`src/lcrd_pkg.sv`:
```
// Shared types and constants of the LED command and rainbow driver.
`default_nettype none

package lcrd_pkg;

  typedef struct packed {
    logic       req_type;
    logic [7:0] rx_char;
  } in_t;

  typedef struct packed {
    logic [1:0] out_kind;
    logic [7:0] out_byte;
    logic [1:0] status_code;
    logic       last_of_run;
  } out_t;

  // Request types
  localparam logic REQ_CHAR = 1'b0;
  localparam logic REQ_TICK = 1'b1;

  // Result kinds
  localparam logic [1:0] KIND_ECHO   = 2'd0;
  localparam logic [1:0] KIND_FRAME  = 2'd1;
  localparam logic [1:0] KIND_STATUS = 2'd2;

  // Status codes
  localparam logic [1:0] STAT_COLOUR   = 2'd0;
  localparam logic [1:0] STAT_RAINBOW  = 2'd1;
  localparam logic [1:0] STAT_TOO_LONG = 2'd2;
  localparam logic [1:0] STAT_FORMAT   = 2'd3;

  // Register indexes
  localparam logic REG_BRIGHTNESS = 1'b0;
  localparam logic REG_OFFSET     = 1'b1;

  localparam logic [4:0] BRIGHTNESS_RESET = 5'd1;
  localparam logic [7:0] OFFSET_RESET     = 8'd25;

  // Characters
  localparam logic [7:0] CHAR_DEL   = 8'd127;
  localparam logic [7:0] CHAR_CR    = 8'h0D;
  localparam logic [7:0] CHAR_BS    = 8'h08;
  localparam logic [7:0] CHAR_SPACE = 8'h20;
  localparam logic [7:0] CHAR_HASH  = 8'h23;
  localparam logic [7:0] CHAR_D     = 8'h44;
  localparam logic [7:0] CHAR_SIX   = 8'h36;
  localparam logic [7:0] CHAR_EIGHT = 8'h38;
  localparam logic [7:0] ECHO_LOW   = 8'd20;

  localparam logic [7:0] HDR_MARK   = 8'hE0;

  localparam int unsigned RAINBOW_LEN = 12;
  localparam logic [8*RAINBOW_LEN-1:0] RAINBOW_WORD = "#FULLRAINBOW";

endpackage

`default_nettype wire

```
`src/lcrd_ram.sv`:
```
// Generic single-port-write RAM with registered read.
`default_nettype none

module lcrd_ram #(
  parameter int unsigned WIDTH = 8,
  parameter int unsigned DEPTH = 16
) (
  input  wire logic                     clk_i,
  input  wire logic                     we_i,
  input  wire logic [$clog2(DEPTH)-1:0] waddr_i,
  input  wire logic [WIDTH-1:0]         wdata_i,
  input  wire logic [$clog2(DEPTH)-1:0] raddr_i,
  output logic      [WIDTH-1:0]         rdata_o
);

  logic [WIDTH-1:0] mem_q [DEPTH];

  always_ff @(posedge clk_i) begin
    if (we_i) begin
      mem_q[waddr_i] <= wdata_i;
    end
    rdata_o <= mem_q[raddr_i];
  end

endmodule

`default_nettype wire

```
`src/led_command_and_rainbow_driver.sv`:
```
// Top level: line editor, command parser, color wheel and strip frame generator.
// A character is dispatched, then gives up to 3 results, one per cycle unless stalled.
// A carriage return scans the line, each character read from RAM and then checked,
// at most 13 characters, then emits 1 result, or a frame of 8+4*LED_COUNT bytes plus status.
// A tick uses the shared color wheel unit, then one frame byte per cycle unless stalled.
// Reset: line empty, all LEDs off, rainbow off, position 0; the line RAM is not cleared.
`default_nettype none

module led_command_and_rainbow_driver #(
  parameter int unsigned LINE_LENGTH = 15,
  parameter int unsigned LED_COUNT   = 3
) (
  input  wire logic            clk_i,
  input  wire logic            rst_ni,
  input  wire logic            in_valid_i,
  output logic                 in_ready_o,
  input  wire lcrd_pkg::in_t   in_data_i,
  output logic                 out_valid_o,
  input  wire logic            out_ready_i,
  output lcrd_pkg::out_t       out_data_o,
  input  wire logic            psel,
  input  wire logic            penable,
  input  wire logic            pwrite,
  input  wire logic [2:0]      paddr,
  input  wire logic [31:0]     pwdata,
  output logic      [31:0]     prdata,
  output logic                 pready
);

  import lcrd_pkg::*;

  localparam int unsigned ADDR_W    = $clog2(LINE_LENGTH);
  localparam int unsigned CNT_W     = $clog2(LINE_LENGTH + 1);
  localparam int unsigned LED_W     = (LED_COUNT > 1) ? $clog2(LED_COUNT) : 1;
  localparam int unsigned FRAME_LEN = 8 + 4 * LED_COUNT;
  localparam int unsigned FCNT_W    = $clog2(FRAME_LEN);
  localparam int unsigned SCAN_MAX  = RAINBOW_LEN + 1;

  localparam logic [3:0] S_IDLE = 4'd0;
  localparam logic [3:0] S_DISP = 4'd1;
  localparam logic [3:0] S_ECHO = 4'd2;
  localparam logic [3:0] S_STAT = 4'd3;
  localparam logic [3:0] S_DEL  = 4'd4;
  localparam logic [3:0] S_RD   = 4'd5;
  localparam logic [3:0] S_CHK  = 4'd6;
  localparam logic [3:0] S_DEC  = 4'd7;
  localparam logic [3:0] S_WHL0 = 4'd8;
  localparam logic [3:0] S_WHL1 = 4'd9;
  localparam logic [3:0] S_FRM  = 4'd10;

  function automatic logic [23:0] wheel(input logic [7:0] pos);
    logic [7:0] p;
    logic [7:0] q;
    logic [7:0] t;
    logic [23:0] c;
    p = ~pos;
    if (p < 8'd85) begin
      q = p;
    end else if (p < 8'd170) begin
      q = p - 8'd85;
    end else begin
      q = p - 8'd170;
    end
    t = {q[6:0], 1'b0} + q;
    if (p < 8'd85) begin
      c = {8'd255 - t, 8'd0, t};
    end else if (p < 8'd170) begin
      c = {8'd0, t, 8'd255 - t};
    end else begin
      c = {t, 8'd255 - t, 8'd0};
    end
    return c;
  endfunction

  function automatic logic [4:0] hex_digit(input logic [7:0] ch);
    // {valid, value}
    logic [4:0] r;
    r = 5'd0;
    if (ch >= 8'h30 && ch <= 8'h39) begin
      r = {1'b1, 4'(ch - 8'h30)};
    end else if (ch >= 8'h41 && ch <= 8'h46) begin
      r = {1'b1, 4'(ch - 8'h37)};
    end
    return r;
  endfunction

  logic [3:0]        state_q, state_d;
  logic              type_q, type_d;
  logic [7:0]        char_q, char_d;
  logic [CNT_W-1:0]  cnt_q, cnt_d;
  logic [CNT_W-1:0]  lim_q, lim_d;
  logic [CNT_W-1:0]  idx_q, idx_d;
  logic              full_q, full_d;
  logic [1:0]        stat_q, stat_d;
  logic [1:0]        dcnt_q, dcnt_d;
  logic              rb_ok_q, rb_ok_d;
  logic              fmt_ok_q, fmt_ok_d;
  logic [23:0]       col_q, col_d;
  logic [LED_W-1:0]  led_q, led_d;
  logic [FCNT_W-1:0] fcnt_q, fcnt_d;
  logic              fstat_q, fstat_d;
  logic              rainbow_q, rainbow_d;
  logic [7:0]        pos_q, pos_d;
  logic [23:0]       leds_q [LED_COUNT];
  logic [23:0]       leds_d [LED_COUNT];
  logic [4:0]        bright_q;
  logic [7:0]        off_q;
  logic              out_valid_q, out_valid_d;
  out_t              out_q, out_d;

  logic              ram_we;
  logic [7:0]        ram_rdata;
  logic [CNT_W-1:0]  cnt_inc;
  logic              slot_free;
  logic [7:0]        whl_in;
  logic [23:0]       whl_out;
  logic [4:0]        hex;
  logic [7:0]        rb_char;
  logic [7:0]        digit;
  logic [FCNT_W-1:0] fj;
  logic [LED_W-1:0]  fled;
  logic [23:0]       fcol;
  logic [7:0]        fbyte;
  logic              cfg_wr;

  lcrd_ram #(
    .WIDTH(8),
    .DEPTH(LINE_LENGTH)
  ) u_line_ram (
    .clk_i  (clk_i),
    .we_i   (ram_we),
    .waddr_i(cnt_q[ADDR_W-1:0]),
    .wdata_i(char_q),
    .raddr_i(idx_q[ADDR_W-1:0]),
    .rdata_o(ram_rdata)
  );

  // Configuration registers
  assign pready = 1'b1;
  assign cfg_wr = psel && penable && pwrite;
  assign prdata = (paddr[2] == REG_OFFSET) ? {24'd0, off_q} : {27'd0, bright_q};

  always_ff @(posedge clk_i or negedge rst_ni) begin
    if (!rst_ni) begin
      bright_q <= BRIGHTNESS_RESET;
      off_q    <= OFFSET_RESET;
    end else if (cfg_wr) begin
      if (paddr[2] == REG_BRIGHTNESS) begin
        bright_q <= pwdata[4:0];
      end else begin
        off_q <= pwdata[7:0];
      end
    end
  end

  assign in_ready_o  = (state_q == S_IDLE);
  assign out_valid_o = out_valid_q;
  assign out_data_o  = out_q;
  assign slot_free   = !out_valid_q || out_ready_i;
  assign cnt_inc     = cnt_q + 1'b1;

  // Shared color wheel unit: LED 0 first, then the lagging LEDs
  assign whl_in  = (state_q == S_WHL0) ? pos_q : pos_q - off_q;
  assign whl_out = wheel(whl_in);

  assign hex     = hex_digit(ram_rdata);
  assign rb_char = RAINBOW_WORD[(RAINBOW_LEN - 1 - int'(idx_q)) * 8 +: 8];
  assign digit   = ram_rdata - CHAR_SIX;

  // Frame byte select
  assign fj   = fcnt_q - FCNT_W'(4);
  assign fled = LED_W'(fj >> 2);
  assign fcol = leds_q[fled];
  always_comb begin
    if (fcnt_q < FCNT_W'(4)) begin
      fbyte = 8'h00;
    end else if (fcnt_q < FCNT_W'(4 + 4 * LED_COUNT)) begin
      case (fj[1:0])
        2'd0:    fbyte = HDR_MARK | {3'd0, bright_q};
        2'd1:    fbyte = fcol[7:0];
        2'd2:    fbyte = fcol[15:8];
        default: fbyte = fcol[23:16];
      endcase
    end else begin
      fbyte = 8'hFF;
    end
  end

  always_comb begin
    state_d     = state_q;
    type_d      = type_q;
    char_d      = char_q;
    cnt_d       = cnt_q;
    lim_d       = lim_q;
    idx_d       = idx_q;
    full_d      = full_q;
    stat_d      = stat_q;
    dcnt_d      = dcnt_q;
    rb_ok_d     = rb_ok_q;
    fmt_ok_d    = fmt_ok_q;
    col_d       = col_q;
    led_d       = led_q;
    fcnt_d      = fcnt_q;
    fstat_d     = fstat_q;
    rainbow_d   = rainbow_q;
    pos_d       = pos_q;
    leds_d      = leds_q;
    ram_we      = 1'b0;
    out_valid_d = out_valid_q && !out_ready_i;
    out_d       = out_q;

    case (state_q)
      S_IDLE: begin
        if (in_valid_i) begin
          type_d  = in_data_i.req_type;
          char_d  = in_data_i.rx_char;
          state_d = S_DISP;
        end
      end
      S_DISP: begin
        if (type_q == REQ_TICK) begin
          state_d = rainbow_q ? S_WHL0 : S_IDLE;
        end else if (char_q == CHAR_DEL) begin
          if (cnt_q == '0) begin
            state_d = S_IDLE;
          end else begin
            cnt_d   = cnt_q - 1'b1;
            dcnt_d  = 2'd0;
            state_d = S_DEL;
          end
        end else if (char_q == CHAR_CR) begin
          lim_d    = cnt_q;
          cnt_d    = '0;
          idx_d    = '0;
          rb_ok_d  = 1'b1;
          fmt_ok_d = 1'b1;
          state_d  = S_RD;
        end else begin
          ram_we = 1'b1;
          full_d = (cnt_inc == CNT_W'(LINE_LENGTH));
          cnt_d  = full_d ? '0 : cnt_inc;
          stat_d = STAT_TOO_LONG;
          if (char_q >= ECHO_LOW && char_q < CHAR_DEL) begin
            state_d = S_ECHO;
          end else if (full_d) begin
            state_d = S_STAT;
          end else begin
            state_d = S_IDLE;
          end
        end
      end
      S_ECHO: begin
        if (slot_free) begin
          out_valid_d = 1'b1;
          out_d       = '{out_kind: KIND_ECHO, out_byte: char_q, status_code: 2'd0,
                          last_of_run: !full_q};
          state_d     = full_q ? S_STAT : S_IDLE;
        end
      end
      S_STAT: begin
        if (slot_free) begin
          out_valid_d = 1'b1;
          out_d       = '{out_kind: KIND_STATUS, out_byte: 8'd0, status_code: stat_q,
                          last_of_run: 1'b1};
          state_d     = S_IDLE;
        end
      end
      S_DEL: begin
        if (slot_free) begin
          out_valid_d = 1'b1;
          out_d       = '{out_kind: KIND_ECHO,
                          out_byte: (dcnt_q == 2'd1) ? CHAR_SPACE : CHAR_BS,
                          status_code: 2'd0, last_of_run: (dcnt_q == 2'd2)};
          dcnt_d      = dcnt_q + 1'b1;
          if (dcnt_q == 2'd2) begin
            state_d = S_IDLE;
          end
        end
      end
      S_RD: begin
        // The read of idx_q is in flight; stop at the line end or once past the longest word
        if (idx_q == lim_q || idx_q == CNT_W'(SCAN_MAX)) begin
          state_d = S_DEC;
        end else begin
          state_d = S_CHK;
        end
      end
      S_CHK: begin
        if (ram_rdata == 8'd0) begin
          state_d = S_DEC;
        end else begin
          if (idx_q < CNT_W'(RAINBOW_LEN) && ram_rdata != rb_char) begin
            rb_ok_d = 1'b0;
          end
          if (idx_q == '0) begin
            if (ram_rdata != CHAR_HASH) fmt_ok_d = 1'b0;
          end else if (idx_q <= CNT_W'(6)) begin
            if (!hex[4]) fmt_ok_d = 1'b0;
            col_d = {col_q[19:0], hex[3:0]};
          end else if (idx_q == CNT_W'(7)) begin
            if (ram_rdata != CHAR_D) fmt_ok_d = 1'b0;
          end else if (idx_q == CNT_W'(8)) begin
            if (ram_rdata < CHAR_SIX || ram_rdata > CHAR_EIGHT ||
                digit >= 8'(LED_COUNT)) begin
              fmt_ok_d = 1'b0;
            end
            led_d = digit[LED_W-1:0];
          end
          idx_d   = idx_q + 1'b1;
          state_d = S_RD;
        end
      end
      S_DEC: begin
        if (idx_q == CNT_W'(RAINBOW_LEN) && rb_ok_q) begin
          rainbow_d = 1'b1;
          stat_d    = STAT_RAINBOW;
          state_d   = S_STAT;
        end else if (idx_q >= CNT_W'(9) && fmt_ok_q) begin
          rainbow_d     = 1'b0;
          leds_d[led_q] = col_q;
          stat_d        = STAT_COLOUR;
          fstat_d       = 1'b1;
          fcnt_d        = '0;
          state_d       = S_FRM;
        end else begin
          stat_d  = STAT_FORMAT;
          state_d = S_STAT;
        end
      end
      S_WHL0: begin
        leds_d[0] = whl_out;
        state_d   = S_WHL1;
      end
      S_WHL1: begin
        for (int k = 1; k < LED_COUNT; k++) begin
          leds_d[k] = whl_out;
        end
        pos_d   = pos_q + 1'b1;
        fstat_d = 1'b0;
        fcnt_d  = '0;
        state_d = S_FRM;
      end
      S_FRM: begin
        if (slot_free) begin
          out_valid_d = 1'b1;
          out_d       = '{out_kind: KIND_FRAME, out_byte: fbyte, status_code: 2'd0,
                          last_of_run: (fcnt_q == FCNT_W'(FRAME_LEN - 1)) && !fstat_q};
          fcnt_d      = fcnt_q + 1'b1;
          if (fcnt_q == FCNT_W'(FRAME_LEN - 1)) begin
            state_d = fstat_q ? S_STAT : S_IDLE;
          end
        end
      end
      default: begin
        state_d = S_IDLE;
      end
    endcase
  end

  always_ff @(posedge clk_i or negedge rst_ni) begin
    if (!rst_ni) begin
      state_q     <= S_IDLE;
      cnt_q       <= '0;
      rainbow_q   <= 1'b0;
      pos_q       <= 8'd0;
      out_valid_q <= 1'b0;
      for (int k = 0; k < LED_COUNT; k++) begin
        leds_q[k] <= 24'd0;
      end
    end else begin
      state_q     <= state_d;
      cnt_q       <= cnt_d;
      rainbow_q   <= rainbow_d;
      pos_q       <= pos_d;
      out_valid_q <= out_valid_d;
      leds_q      <= leds_d;
    end
  end

  always_ff @(posedge clk_i) begin
    type_q   <= type_d;
    char_q   <= char_d;
    lim_q    <= lim_d;
    idx_q    <= idx_d;
    full_q   <= full_d;
    stat_q   <= stat_d;
    dcnt_q   <= dcnt_d;
    rb_ok_q  <= rb_ok_d;
    fmt_ok_q <= fmt_ok_d;
    col_q    <= col_d;
    led_q    <= led_d;
    fcnt_q   <= fcnt_d;
    fstat_q  <= fstat_d;
    out_q    <= out_d;
  end

  // The line count never holds a full line
  a_cnt_range: assert property (@(posedge clk_i) disable iff (!rst_ni)
    cnt_q < CNT_W'(LINE_LENGTH))
    else $error("line count reached line length");

  // A status result always closes its run
  a_status_last: assert property (@(posedge clk_i) disable iff (!rst_ni)
    out_valid_o && out_data_o.out_kind == KIND_STATUS |-> out_data_o.last_of_run)
    else $error("status result not last of run");

  // A tick with rainbow off is dropped right after dispatch
  a_idle_tick: assert property (@(posedge clk_i) disable iff (!rst_ni)
    in_valid_i && in_ready_o && in_data_i.req_type == REQ_TICK && !rainbow_q
    |-> ##2 in_ready_o)
    else $error("tick with rainbow off not dropped");

  // Carriage return empties the line
  a_cr_clears: assert property (@(posedge clk_i) disable iff (!rst_ni)
    in_valid_i && in_ready_o && in_data_i.req_type == REQ_CHAR &&
    in_data_i.rx_char == CHAR_CR |-> ##2 cnt_q == '0)
    else $error("carriage return did not clear the line");

endmodule

`default_nettype wire
```
`config.mk`:
```
export PLATFORM = sky130hd
export DESIGN_NAME = led_command_and_rainbow_driver
export DESIGN_NICKNAME = d
export VERILOG_FILES = /design/src/lcrd_pkg.sv /design/src/lcrd_ram.sv /design/src/led_command_and_rainbow_driver.sv
export SDC_FILE = /design/constraint.sdc
export NUM_CORES = 1
export LEC_CHECK = 0
export BUFFER_PORTS_ARGS = -buffer_cell sky130_fd_sc_hd__buf_2
export CORE_MARGIN = 2
export CORE_UTILIZATION = 55
export DETAILED_ROUTE_END_ITERATION = 10
export PLACE_DENSITY_LB_ADDON = 0.05
export REMOVE_ABC_BUFFERS = 1
export SYNTH_ARGS = -nofsm -noshare
export SYNTH_HDL_FRONTEND = slang
export SYNTH_SLANG_ARGS = --single-unit
export TNS_END_PERCENT = 30
```
`constraint.sdc`:
```
create_clock -name clk_i -period 7.12 [get_ports clk_i]
set_input_delay 0.356 -clock clk_i [delete_from_list [all_inputs] [get_ports clk_i]]
set_output_delay 0.356 -clock clk_i [all_outputs]
set_load 0.01 [all_outputs]
```
==> impl_metrics.csv <==
group,metric,value,unit
run_status,status,"finished, final reports clean",
power,power.density,380,nW/µm²
synth,synth-async-reset-ratio,34.3,%
clock_network,h-tree-depth,2,
power,vdd_drop_max,0.268,mV
finish,finalNetCount,1509,
routing,vias,10639,
sta,fin_tns_setup,0,ns
floorplan,core-area,27900,µm²
synth,synth_area,15600,µm²
grt,grt_max_degree,68,
placement,dp_hpwl,24.8,mm
critical_path,cp.required,7.51,ns
grt,grt_pass1_vias,10344,
routing,viasPerCell,5.90,
sta,fin_crit,6.33,ns
finish,mostFrequentLayoutCells,"edfxtp_1, nand2_1, nor2_1",
synth,syn_avg_cell_area,11.4,µm²
critical_path,reg2reg_depth,22,
finish,final_common_cell,"edfxtp_1",
sta,timing.slew.headroom,27.6,%
clock_network,root_buffer,"clkbuf_16",
routing,totalWireLength,37.0,mm
clock_network,clock_path_buffers,3,
synth,synth.distinct_cells,85,
clock_network,clock_latency,0.53,ns
sta,finalSetupViolations,0,
grt,antenna_found_initial,0,
critical_path,crit_path_max_fanout,18,
floorplan,die_y,172,µm
floorplan,die_w,172,µm
finish,drive_gt1_share,15.6,%
clock_network,tritoncts,"done",
placement,gp_congestion,0.855,
floorplan,rows,61,
finish,antennaDiodeCount,0,
critical_path,start_kind,"flop",
synth,synth-seq-cells,300,
sta,rsz0062_at_grt,"false",
routing,drt_iter0_markers,888,
hold_path,hold_class,"in -> reg",
sta,fmax,0.158,GHz
routing,dr.pass1.iters,5,
clock_network,clkSinkCount,300,
critical_path,worstSetupEndpointType,"flop",
floorplan,initial_core_util,55.9,%
synth,yosysSeqAreaShare,54.0,%
finish,nFillCells,2201,
job,max-cap-violations,0,
sta,worstMarginPinSlew,1.08,ns
clock_network,clkTransAtPathRegs,0.06,ns
critical_path,arrival,6.72,ns
hold_path,worstHoldPathCells,1,
sta,hold_slack,0.0116,ns
critical_path,cp_cell_sequence,"or4b_2 -> nand2_1 -> o21ai_0 -> inv_1 -> ha_1 -> o221a_4 -> o21bai_4 -> a21oi_2 -> nor2_1 -> a21oi_1 -> ha_1 -> inv_1 -> fa_1 -> nand2_1 -> nor3_1 -> a2111oi_0 -> o311ai_2 -> ha_1 -> nand2_1 -> nor2_1 -> a21oi_1 -> o21ai_0",
routing,postRouteAntennaNets,0,
synth,synth_edf_count,189,
grt,grt_pass1_wl,57.6,mm
critical_path,cp_slowest_cell,"or4b_2",
finish,area_delta_synth_final,11.0,%
clock_network,cts_made_buffers,35,
clock_network,post_cts_buffers,0,
critical_path,critPathMaxStageDelay,0.93,ns
sta,hold_violations,0,
power,cellLeakagePower,6.85,nW
routing,wl_per_cell,20.5,µm
floorplan,io_pins,99,
sta,maxSlewViolCount,0,
grt,grt.total_usage,25.6,%
routing,drc,0,
sta,finalCritPeriodShare,89.0,%
synth,yosys_most_used_dff,"edfxtp_1",
floorplan,die-area,29700,µm²
grt,globalRouteOverflowTotal,0,
placement,place.port_buffers,47,
sta,skew,0.0131,ns
critical_path,path_class,"reg -> reg",
synth,synth_cells,1362,
synth,yosysWarnings,0,
## layout make-up
cell class | instances | area [µm²] | area share, %
clock buffer | 48 | 955 | 5.52
clock inverter | 16 | 213 | 1.23
inverter | 46 | 173 | 0.998
multi-input combinational | 944 | 6630 | 38.3
sequential | 300 | 8420 | 48.6
tap | 378 | 473 | 2.73
timing repair buffer | 72 | 443 | 2.56
## cells by family (layout without fill, tap and decap cells)
group           after synthesis  after routing  synth area share (%)
simple gates                420            420                  12.4
flops                       300            300                  54.0
compound gates              295            295                  12.4
buf+inv                     141            182                  4.09
mux                         107            107                  9.85
fa+ha+maj                    59             59                  4.83
xor+xnor                     38             38                  2.35
other cells                   2             25                0.0482
## cells in the mapped netlist (9+ instances only)
| master | instances | area share (%) |
|---|---|---|
| and3_1 | 12 | 0.48 |
| a22oi_1 | 15 | 0.72 |
| buf_1 | 9 | 0.22 |
| o21ai_0 | 81 | 2.6 |
| dfrtp_1 | 99 | 16 |
| a31oi_1 | 37 | 1.5 |
| buf_4 | 26 | 1.3 |
| a2111oi_0 | 9 | 0.51 |
| nor3_1 | 19 | 0.61 |
| xnor2_1 | 21 | 1.2 |
| nand2_1 | 165 | 4.0 |
| mux4_2 | 32 | 4.6 |
| a21oi_1 | 70 | 2.2 |
| and2_1 | 20 | 0.80 |
| xor2_1 | 14 | 0.79 |
| clkbuf_1 | 56 | 1.3 |
| inv_1 | 42 | 1.0 |
| nand3_1 | 28 | 0.90 |
| nor2_1 | 117 | 2.8 |
| ha_1 | 57 | 4.6 |
| nand2b_1 | 12 | 0.48 |
| nor2b_1 | 14 | 0.56 |
| edfxtp_1 | 189 | 36 |
| mux2i_1 | 33 | 2.1 |
| mux2_2 | 41 | 3.0 |
## path summary, 6_finish.rpt
kind | from | end | slack (ns)
setup / recovery | state_q[1] | leds_q[37] | 0.79
hold / removal | in_data_i[8] | type_q | 0.01
setup reg to reg | state_q[1] | leds_q[37] | 0.79
hold reg to reg | leds_q[62] | leds_q[62] | 0.47
max in group asynchronous | rst_ni | bright_q[1] | 5.45
min in group asynchronous | rst_ni | leds_q[10] | 0.35
## where the power goes
group / switching, W / internal, W
clock: 0.000731 / 0.00110
sequential: 0.000160 / 0.00209
combinational: 0.00156 / 0.000936
total: 0.00245 / 0.00412
## sequential cells by signal, indices dropped and copies added (netlist names), 8 cells and up
name	count
leds_q	72
off_q	8
u_line_ram.rdata_o	8
char_q	8
out_data_o	13
pos_q	8
u_line_ram.mem_q	120
col_q	24
## stage by stage
step / worst slack (ns) / instance area, µm² / total power (W) / cells / utilization [%]
after floorplan: 0.915 / 15200 / 0.00406 / 1290 / -
after global placement: 0.927 / 16100 / 0.00471 / 1733 / 57.7
after detailed placement: 0.838 / 16100 / 0.00475 / 1733 / 57.7
after CTS: 0.810 / 17300 / 0.00658 / 1804 / 62.1
after global routing: 0.326 / 17300 / 0.00695 / 1804 / 62.1
final: 0.786 / 17300 / 0.00657 / 1804 / 62.1
## critical path, delay by kind of cell, from the launching register on
kind | cells | cell delay, ns
buffers and inverters | 2 | 0.22
AO/OA/AOI/OAI | 9 | 2.63
AND/OR/NAND/NOR | 7 | 1.68
adder cells (fa/ha/maj) | 4 | 1.28
flip-flops | 1 | 0.38
## layer usage
metal / part of all wire (%) / vias to the layer above / track usage (%)
met5: 0 / - / 0
met4: 2.3 / 0 / 7.38
met3: 4.1 / 66 / 3.04
met1: 43 / 5269 / 33.4
li1: - / 5010 / -
met2: 51 / 294 / 45.1
## timing repair
action                    CTS  global route
hold buffers                7             0
gates resized for setup     0             0
hold endpoints to repair   42             0
No activity file was read; power rests on OpenSTA's default activity.
